<file path="src/sv/mck_pkg.sv">
// Shared types and constants for the Morse character keyer.
// Holds the microcode word layout, the letter table and the ASCII codes.
// No dependencies.
package mck_pkg;

  // ASCII anchors for the letter range and the word gap
  localparam logic [7:0] CHAR_FIRST   = 8'd65;
  localparam logic [7:0] CHAR_SPACE   = 8'd32;
  localparam int         LETTER_COUNT = 26;
  localparam logic [3:0] ON_LEVEL_RST = 4'd15;

  // Microcode program counter
  typedef logic [2:0] upc_t;

  // Branch conditions, tested when a step ends
  typedef enum logic [2:0] {
    COND_NEVER      = 3'd0,
    COND_ALWAYS     = 3'd1,
    COND_SPACE      = 3'd2,
    COND_NOT_LETTER = 3'd3,
    COND_MORE_ELEM  = 3'd4,
    COND_NO_EOP     = 3'd5
  } cond_t;

  // Repeat count of an emitting step
  typedef enum logic [1:0] {
    CNT_ELEM  = 2'd0,   // one for a dot, three for a dash
    CNT_THREE = 2'd1,
    CNT_FOUR  = 2'd2,
    CNT_SEVEN = 2'd3
  } cnt_t;

  // When the final unit of a step closes the word
  typedef enum logic [1:0] {
    LAST_NEVER      = 2'd0,
    LAST_ALWAYS     = 2'd1,
    LAST_NO_EOP     = 2'd2,
    LAST_FINAL_ELEM = 2'd3
  } last_t;

  // One control word
  typedef struct packed {
    logic  emit;      // step drives one unit per cycle while the output slot can take it
    logic  lamp_on;   // unit is lit at the configured level
    cnt_t  cnt;
    last_t last;
    logic  adv_elem;  // move to the next element at step end
    cond_t cond;
    upc_t  target;    // branch target; zero ends the word
  } uword_t;

  // Microcode addresses
  localparam upc_t UPC_END   = 3'd0;
  localparam upc_t UPC_DISP  = 3'd0;
  localparam upc_t UPC_CLASS = 3'd1;
  localparam upc_t UPC_MARK  = 3'd2;
  localparam upc_t UPC_EGAP  = 3'd3;
  localparam upc_t UPC_PCHK  = 3'd4;
  localparam upc_t UPC_PGAP  = 3'd5;
  localparam upc_t UPC_SPACE = 3'd6;

  // Letter shape: element count and dash flags, element 0 in bit 0
  typedef struct packed {
    logic [2:0] len;
    logic [3:0] dash;
  } letter_t;

  localparam letter_t LETTER_TAB [LETTER_COUNT] = '{
    '{3'd2, 4'b0010}, '{3'd4, 4'b0001}, '{3'd4, 4'b0101}, '{3'd3, 4'b0001},
    '{3'd1, 4'b0000}, '{3'd4, 4'b0100}, '{3'd3, 4'b0011}, '{3'd4, 4'b0000},
    '{3'd2, 4'b0000}, '{3'd4, 4'b1110}, '{3'd3, 4'b0101}, '{3'd4, 4'b0010},
    '{3'd2, 4'b0011}, '{3'd2, 4'b0001}, '{3'd3, 4'b0111}, '{3'd4, 4'b0110},
    '{3'd4, 4'b1011}, '{3'd3, 4'b0010}, '{3'd3, 4'b0000}, '{3'd1, 4'b0001},
    '{3'd3, 4'b0100}, '{3'd4, 4'b1000}, '{3'd3, 4'b0110}, '{3'd4, 4'b1001},
    '{3'd4, 4'b1101}, '{3'd4, 4'b0011}
  };

  // Sequencer to datapath controls
  typedef struct packed {
    logic  load;       // capture a new word
    logic  emit_fire;  // drive one unit this cycle
    logic  step_end;   // current step finishes
    logic  lamp_on;
    cnt_t  cnt;
    last_t last;
    logic  adv_elem;
  } dp_ctrl_t;

  // Datapath to sequencer status
  typedef struct packed {
    logic is_space;
    logic not_letter;
    logic more_elem;
    logic no_eop;
    logic rep_last;
    logic emit_ok;
  } dp_stat_t;

endpackage

</file>
<file path="src/sv/mck_ucode_rom.sv">
// Microcode store for the Morse character keyer.
// Decodes a program counter into one control word; uses mck_pkg.
module mck_ucode_rom (
  input  mck_pkg::upc_t   upc,
  output mck_pkg::uword_t uword
);

  // Decode the program
  always_comb begin
    unique case (upc)
      // classify: space goes to the four-unit gap
      mck_pkg::UPC_DISP: begin
        uword = '{1'b0, 1'b0, mck_pkg::CNT_THREE, mck_pkg::LAST_NEVER, 1'b0,
                  mck_pkg::COND_SPACE, mck_pkg::UPC_SPACE};
      end
      // anything but a letter skips to the phrase check
      mck_pkg::UPC_CLASS: begin
        uword = '{1'b0, 1'b0, mck_pkg::CNT_THREE, mck_pkg::LAST_NEVER, 1'b0,
                  mck_pkg::COND_NOT_LETTER, mck_pkg::UPC_PCHK};
      end
      // dot or dash
      mck_pkg::UPC_MARK: begin
        uword = '{1'b1, 1'b1, mck_pkg::CNT_ELEM, mck_pkg::LAST_NEVER, 1'b0,
                  mck_pkg::COND_NEVER, mck_pkg::UPC_END};
      end
      // element gap, loop while elements remain
      mck_pkg::UPC_EGAP: begin
        uword = '{1'b1, 1'b0, mck_pkg::CNT_THREE, mck_pkg::LAST_FINAL_ELEM, 1'b1,
                  mck_pkg::COND_MORE_ELEM, mck_pkg::UPC_MARK};
      end
      // finish unless the phrase gap follows
      mck_pkg::UPC_PCHK: begin
        uword = '{1'b0, 1'b0, mck_pkg::CNT_THREE, mck_pkg::LAST_NEVER, 1'b0,
                  mck_pkg::COND_NO_EOP, mck_pkg::UPC_END};
      end
      // phrase gap
      mck_pkg::UPC_PGAP: begin
        uword = '{1'b1, 1'b0, mck_pkg::CNT_SEVEN, mck_pkg::LAST_ALWAYS, 1'b0,
                  mck_pkg::COND_ALWAYS, mck_pkg::UPC_END};
      end
      // word gap for a space
      mck_pkg::UPC_SPACE: begin
        uword = '{1'b1, 1'b0, mck_pkg::CNT_FOUR, mck_pkg::LAST_NO_EOP, 1'b0,
                  mck_pkg::COND_ALWAYS, mck_pkg::UPC_PCHK};
      end
      default: begin
        uword = '{1'b0, 1'b0, mck_pkg::CNT_THREE, mck_pkg::LAST_NEVER, 1'b0,
                  mck_pkg::COND_ALWAYS, mck_pkg::UPC_END};
      end
    endcase
  end

endmodule

</file>
<file path="src/sv/mck_sequencer.sv">
// Step counter and branch logic for the Morse character keyer.
// Fetches from mck_ucode_rom and drives the datapath; uses mck_pkg.
module mck_sequencer (
  input  logic               clk,
  input  logic               rst_n,
  input  logic               in_valid,
  output logic               in_stall,
  input  mck_pkg::dp_stat_t  stat,
  output mck_pkg::dp_ctrl_t  ctrl
);

  logic            busy_r, busy_nxt;
  mck_pkg::upc_t   upc_r, upc_nxt;
  mck_pkg::uword_t uword;
  logic            fire;
  logic            step_end;
  logic            taken;
  logic            accept;

  mck_ucode_rom u_rom (
    .upc   (upc_r),
    .uword (uword)
  );

  // Advance when idle-free, emitting steps wait for the output slot
  assign accept   = in_valid && !busy_r;
  assign fire     = busy_r && (!uword.emit || stat.emit_ok);
  assign step_end = fire && (!uword.emit || stat.rep_last);
  assign in_stall = busy_r;

  // Evaluate the branch condition
  always_comb begin
    unique case (uword.cond)
      mck_pkg::COND_NEVER:      taken = 1'b0;
      mck_pkg::COND_ALWAYS:     taken = 1'b1;
      mck_pkg::COND_SPACE:      taken = stat.is_space;
      mck_pkg::COND_NOT_LETTER: taken = stat.not_letter;
      mck_pkg::COND_MORE_ELEM:  taken = stat.more_elem;
      mck_pkg::COND_NO_EOP:     taken = stat.no_eop;
      default:                  taken = 1'b1;
    endcase
  end

  // Next step; a taken branch to the end address drops busy
  always_comb begin
    busy_nxt = busy_r;
    upc_nxt  = upc_r;
    if (accept) begin
      busy_nxt = 1'b1;
      upc_nxt  = mck_pkg::UPC_DISP;
    end else if (step_end) begin
      if (taken) begin
        upc_nxt = uword.target;
        if (uword.target == mck_pkg::UPC_END) begin
          busy_nxt = 1'b0;
        end
      end else begin
        upc_nxt = upc_r + 3'd1;
      end
    end
  end

  always_ff @(posedge clk) begin
    if (!rst_n) begin
      busy_r <= 1'b0;
      upc_r  <= mck_pkg::UPC_END;
    end else begin
      busy_r <= busy_nxt;
      upc_r  <= upc_nxt;
    end
  end

  // Controls to the datapath
  always_comb begin
    ctrl.load      = accept;
    ctrl.emit_fire = fire && uword.emit;
    ctrl.step_end  = step_end;
    ctrl.lamp_on   = uword.lamp_on;
    ctrl.cnt       = uword.cnt;
    ctrl.last      = uword.last;
    ctrl.adv_elem  = uword.adv_elem;
  end

  // Idle always parks on the end address
  a_idle_parked: assert property (@(posedge clk) disable iff (!rst_n)
    !busy_r |-> upc_r == mck_pkg::UPC_END)
    else $error("sequencer idle away from end address");

  // No word is taken while one is in flight
  a_no_overlap: assert property (@(posedge clk) disable iff (!rst_n)
    busy_r |-> !ctrl.load)
    else $error("word loaded while busy");

endmodule

</file>
<file path="src/sv/mck_datapath.sv">
// Datapath for the Morse character keyer: word capture, element and unit
// counters, level register and output stage. Uses mck_pkg.
module mck_datapath (
  input  logic              clk,
  input  logic              rst_n,
  input  logic [7:0]        in_char_code,
  input  logic              in_end_of_phrase,
  input  logic              cfg_wr_en,
  input  logic [3:0]        cfg_wr_data,
  input  mck_pkg::dp_ctrl_t ctrl,
  output mck_pkg::dp_stat_t stat,
  output logic              out_valid,
  input  logic              out_stall,
  output logic [3:0]        out_lamp_level,
  output logic              out_last_unit
);

  logic [3:0] on_level_r;
  logic       eop_r, is_space_r, is_letter_r;
  logic [2:0] len_r;
  logic [3:0] dash_r;
  logic [1:0] elem_r, elem_nxt;
  logic [2:0] rep_r, rep_nxt;
  logic       out_valid_r, out_valid_nxt;
  logic [3:0] lamp_r;
  logic       last_r;
  logic [7:0] ofs;
  logic       in_letter;
  mck_pkg::letter_t shape;
  logic [2:0] rep_max;
  logic       more_elem;
  logic       unit_last;

  // Classify the incoming character
  assign ofs       = in_char_code - mck_pkg::CHAR_FIRST;
  assign in_letter = ofs < 8'(mck_pkg::LETTER_COUNT);
  assign shape     = mck_pkg::LETTER_TAB[ofs[4:0]];

  // Configuration register
  always_ff @(posedge clk) begin
    if (!rst_n) begin
      on_level_r <= mck_pkg::ON_LEVEL_RST;
    end else if (cfg_wr_en) begin
      on_level_r <= cfg_wr_data;
    end
  end

  // Hold the word being keyed
  always_ff @(posedge clk) begin
    if (ctrl.load) begin
      eop_r       <= in_end_of_phrase;
      is_space_r  <= in_char_code == mck_pkg::CHAR_SPACE;
      is_letter_r <= in_letter;
      len_r       <= shape.len;
      dash_r      <= shape.dash;
    end
  end

  // Repeat count of the current step
  always_comb begin
    case (ctrl.cnt)
      mck_pkg::CNT_ELEM:  rep_max = dash_r[elem_r] ? 3'd2 : 3'd0;
      mck_pkg::CNT_THREE: rep_max = 3'd2;
      mck_pkg::CNT_FOUR:  rep_max = 3'd3;
      default:            rep_max = 3'd6;
    endcase
  end

  assign more_elem = ({1'b0, elem_r} + 3'd1) < len_r;

  // Final-unit rule of the current step
  always_comb begin
    case (ctrl.last)
      mck_pkg::LAST_ALWAYS:     unit_last = 1'b1;
      mck_pkg::LAST_NO_EOP:     unit_last = !eop_r;
      mck_pkg::LAST_FINAL_ELEM: unit_last = !more_elem && !eop_r;
      default:                  unit_last = 1'b0;
    endcase
  end

  // Advance the unit and element counters
  always_comb begin
    rep_nxt  = rep_r;
    elem_nxt = elem_r;
    if (ctrl.load) begin
      rep_nxt  = 3'd0;
      elem_nxt = 2'd0;
    end else begin
      if (ctrl.emit_fire) begin
        rep_nxt = rep_r + 3'd1;
      end
      if (ctrl.step_end) begin
        rep_nxt = 3'd0;
        if (ctrl.adv_elem) begin
          elem_nxt = elem_r + 2'd1;
        end
      end
    end
  end

  // Output stage: load a unit or drop the taken one
  always_comb begin
    out_valid_nxt = out_valid_r;
    if (ctrl.emit_fire) begin
      out_valid_nxt = 1'b1;
    end else if (!out_stall) begin
      out_valid_nxt = 1'b0;
    end
  end

  always_ff @(posedge clk) begin
    if (!rst_n) begin
      rep_r       <= 3'd0;
      elem_r      <= 2'd0;
      out_valid_r <= 1'b0;
    end else begin
      rep_r       <= rep_nxt;
      elem_r      <= elem_nxt;
      out_valid_r <= out_valid_nxt;
    end
  end

  always_ff @(posedge clk) begin
    if (ctrl.emit_fire) begin
      lamp_r <= ctrl.lamp_on ? on_level_r : 4'd0;
      last_r <= (rep_r == rep_max) && unit_last;
    end
  end

  // Status to the sequencer
  always_comb begin
    stat.is_space   = is_space_r;
    stat.not_letter = !is_letter_r;
    stat.more_elem  = more_elem;
    stat.no_eop     = !eop_r;
    stat.rep_last   = rep_r == rep_max;
    stat.emit_ok    = !out_valid_r || !out_stall;
  end

  assign out_valid      = out_valid_r;
  assign out_lamp_level = lamp_r;
  assign out_last_unit  = last_r;

  // A unit is only driven into a free or draining output slot
  a_slot_free: assert property (@(posedge clk) disable iff (!rst_n)
    ctrl.emit_fire |-> (!out_valid_r || !out_stall))
    else $error("unit driven over a stalled word");

  // The final unit of a word is always a gap unit
  a_last_dark: assert property (@(posedge clk) disable iff (!rst_n)
    (out_valid_r && last_r) |-> lamp_r == 4'd0)
    else $error("final unit is lit");

  // No step runs past seven units
  a_rep_bound: assert property (@(posedge clk) disable iff (!rst_n)
    rep_r != 3'd7)
    else $error("unit counter overran");

endmodule

</file>
<file path="src/sv/morse_character_keyer_top.sv">
// Top level of the Morse character keyer.
// Instantiates mck_sequencer and mck_datapath; uses mck_pkg.
//
// Each accepted word carries one ASCII character and a phrase-end flag and
// expands into a run of lamp units, one output word per unit: A to Z in
// international Morse (dot one lit unit, dash three, each element followed
// by three dark units), a space gives four dark units, any other code gives
// none, and the phrase-end flag appends seven dark units. The final unit of
// a run carries out_last_unit. A word occupies the block for its units plus
// its non-emitting microcode control steps, and in_stall stays high until
// the word is done, so the next character is taken only after the last
// one has finished; the rate is set by the microcode sequencer, which steps
// one unit per cycle and holds an emitting step while the output stage is
// stalled with a unit in it. cfg_wr_data sets the lit level.
module morse_character_keyer_top (
  input  logic       clk,
  input  logic       rst_n,
  input  logic       in_valid,
  output logic       in_stall,
  input  logic [7:0] in_char_code,
  input  logic       in_end_of_phrase,
  output logic       out_valid,
  input  logic       out_stall,
  output logic [3:0] out_lamp_level,
  output logic       out_last_unit,
  input  logic       cfg_wr_en,
  input  logic [3:0] cfg_wr_data
);

  mck_pkg::dp_ctrl_t ctrl;
  mck_pkg::dp_stat_t stat;

  mck_sequencer u_seq (
    .clk      (clk),
    .rst_n    (rst_n),
    .in_valid (in_valid),
    .in_stall (in_stall),
    .stat     (stat),
    .ctrl     (ctrl)
  );

  mck_datapath u_dp (
    .clk              (clk),
    .rst_n            (rst_n),
    .in_char_code     (in_char_code),
    .in_end_of_phrase (in_end_of_phrase),
    .cfg_wr_en        (cfg_wr_en),
    .cfg_wr_data      (cfg_wr_data),
    .ctrl             (ctrl),
    .stat             (stat),
    .out_valid        (out_valid),
    .out_stall        (out_stall),
    .out_lamp_level   (out_lamp_level),
    .out_last_unit    (out_last_unit)
  );

endmodule
</file>
<file path="config.mk">
export PLATFORM = sky130hd
export DESIGN_NAME = morse_character_keyer_top
export DESIGN_NICKNAME = d
export VERILOG_FILES = /design/src/sv/mck_pkg.sv /design/src/sv/mck_ucode_rom.sv /design/src/sv/mck_sequencer.sv /design/src/sv/mck_datapath.sv /design/src/sv/morse_character_keyer_top.sv
export SDC_FILE = /design/constraint.sdc
export NUM_CORES = 1
export LEC_CHECK = 0
export ABC_AREA = 1
export BUFFER_PORTS_ARGS = -buffer_cell sky130_fd_sc_hd__buf_2
export CORE_UTILIZATION = 30
export DETAILED_ROUTE_END_ITERATION = 8
export GPL_ROUTABILITY_DRIVEN = 0
export SLEW_MARGIN = 20
export SYNTH_ARGS = -nofsm -noshare
export SYNTH_HDL_FRONTEND = slang
export SYNTH_SLANG_ARGS = --single-unit
</file>
<file path="constraint.sdc">
create_clock -name clk -period 4.22 [get_ports clk]
set_input_delay 0.211 -clock clk [delete_from_list [all_inputs] [get_ports clk]]
set_output_delay 0.211 -clock clk [all_outputs]
set_load 0.01 [all_outputs]
</file>
==> run summary <==
status: completed
Hold Vio Cnt, Final: 0
CP Capture Type: flop
TritonRoute pass-1 iters: 4
Avg Cell Area, Syn: 7.717 um2
LEAKAGE: 1.119 nW
worst skew pair latency: 280 ps
Via density: 4.703
Hold Crit Class: input port to flop
post-layout net count: 335
Final Skew: 2.489 ps
synthesized area: 2076 um2
die area: 7256 um2
Clock Tree Buf Depth: 2
I/O Buffers: 24
Logic pwr share: 0.214
crit-path max FO: 7
asr flop ratio synth: 0
worst-margin pin slew: 430.6 ps
Switching Fraction: 0.2838
CTS sink cnt: 29
area added between synthesis and finish: 16.09%
Residual DRC: 0
HPWL Detailed: 3.176 mm
vias in the first global route: 1622
# resized after CTS: 0
Slew Limit Fails: 0
ant diodes: 0
Top-Level Pins: 25
Clock Pin Slew Worst Setup and Hold Paths: 60 ps
sequential fraction of design power: 0.395
post-route ant nets: 0
Distinct cells, synth: 37
RSZ-0062 raised after global routing: false
final setup fails: 0
setup TNS: 0 ps
root buffer cell: clkbuf_8
area leader, netlist: edfxtp_1
P per Cell Area: 339.7 nW/um2
sequential fraction of the synthesis area: 0.3520
synth top area cells: edfxtp_1 22%, dfxtp_1 14%, ha_1 11%
setup repair bufs after CTS: 0
post-synth top area share: 0.2170
total CTS buffers: 5
number of synthesized flops with an enable pin: 15
first-pass GRT wire length: 6.934 mm
Iter 0 DRT Violations: 100
Maximum Capacitance Violations: 0
CORE AREA: 6531 um2
Post-Syn Nets: 305
Crit path arrival time: 2720 ps
clock share of power: 0.390
fmax: 397.2 MHz
Routed Wire Length: 4.056 mm
Ys Warns: 0
post-detailed-route wirelength per cell: 10.76 um
Int Power: 586.4 uW
top-count cell post-synth: nand2_1
Total GRT Usage: 0.1193
VDD IR max: 0.0001467 V
pre-CTS setup slack: 1735 ps
hold_buf cts: 0
Synth Flop Type: edfxtp_1
Die Y: 85.18 um
crit path kind: flop to flop
Die X: 85.18 um
depth of the CTS H-tree: 2
largest net degree at the start of global routing: 12
sw power: 232.3 uW
Yosys reg bits: 29
TritonCTS clock tree: yes
initial core utilization: 0.3178
grt ovf: 0
Worst slew margin: 0.7126
share of cells above drive strength 1: 0.1900
fin crit period: 2518 ps
Post-Syn Instances: 269
Setup WS post-layout: 1702 ps
antenna violations before repair: 0
crit share post-route: 0.5966
via count: 1773
Critical Path Source Type: flop
required time worst endpoint: 4420 ps
Post-synth top cells: 56 x nand2_1, 40 x inv_1, 24 x nor2_1
row count: 29
==> through the flow <==
stage	cell area, um2	cells	hold WS [ps]	util	power [mW]
after floorplan	2076	269	309.9	-	0.4602
after global placement	2281	369	395.8	0.3492	0.5029
after detailed placement	2281	369	393.0	0.3492	0.5031
after CTS	2410	377	96.93	0.3690	0.8243
after global routing	2410	377	102.6	0.3690	0.8649
final	2410	377	106.4	0.3690	0.8187
==> placed cells by master (no fill, tap or decap), drive strengths merged, types with 2 or more instances in the layout <==
master and instances:
a211oi 4, a21oi 20, a31oi 3, buf 24
clkbuf 6, dfxtp 14, edfxtp 15, ha 18
inv 46, nand2 63, nand3 17, nand4 2
nor2 25, nor4 2, o21ai 22, o32ai 2
xor2 5
==> cells by family after synthesis <==
group,after synthesis,synth area share
AND/OR/NAND/NOR,113,0.2483
adder cells (fa/ha/maj),18,0.1085
AO/OA/AOI/OAI,57,0.1754
buffers and inverters,47,0.09102
flip-flops,29,0.3520
XOR/XNOR,5,0.02471
==> sequential cells by signal (all words and copies together) (netlist names) <==
name	count
u_dp.len_r	3
u_dp.elem_r	2
u_dp.rep_r	3
u_seq.in_stall	1
u_dp.eop_r	1
u_dp.on_level_r	4
u_dp.out_valid	1
u_dp.out_lamp_level	4
u_seq.upc_r	3
u_dp.is_space_r	1
u_dp.is_letter_r	1
u_dp.out_last_unit	1
u_dp.dash_r	4
==> power groups by stage <==
| stage | Sequential [mW] | Combinational (mW) | Clock, mW |
|---|---|---|---|
| after floorplan | 0.327 | 0.133 | 0 |
| after global placement | 0.330 | 0.173 | 0 |
| after detailed placement | 0.330 | 0.173 | 0 |
| after CTS | 0.324 | 0.174 | 0.326 |
| after global routing | 0.326 | 0.201 | 0.338 |
| final | 0.324 | 0.175 | 0.320 |
==> path summary, 6_finish.rpt <==
check                           depth (start not counted)  slack [ps]                  to          startpoint
worst min register to register                          2         470  u_dp.on_level_r[0]  u_dp.on_level_r[0]
worst max-delay path                                   16        1700      u_seq.upc_r[0]      u_seq.upc_r[0]
worst min-delay path                                    1         110          u_dp.eop_r    in_end_of_phrase
worst max register to register                         16        1700      u_seq.upc_r[0]      u_seq.upc_r[0]
==> layer usage <==
metal	vias up	part of all wire	GRT usage
met2	41	0.45	0.1943
li1	957	-	-
met5	-	0	0
met3	12	0.036	0.02626
met1	763	0.49	0.1492
met4	0	0.023	0.05855
==> area by class of cell <==
cell class	count	area, um2
timing repair buffer	24	120.1
fill	686	4121
inverter	46	177.7
clock inverter	2	35.03
tap	77	96.34
sequential	29	730.7
clock buffer	6	93.84
multi-input combinational	193	1156
==> critical path, stage by stage, from the launching register on <==
cell and delay (ps):
dfxtp_1 430, inv_1 120, ha_1 260, inv_1 110, nand3_2 90, nor2_1 180, inv_1 70, ha_1 290
nor2_1 140, nand2_1 70, nand2_1 70, nand3_2 110, nand2_1 80, nand2_1 60, nor2_1 170, nand3_1 90
o21ai_0 90
No activity file was read; power rests on OpenSTA's default activity.
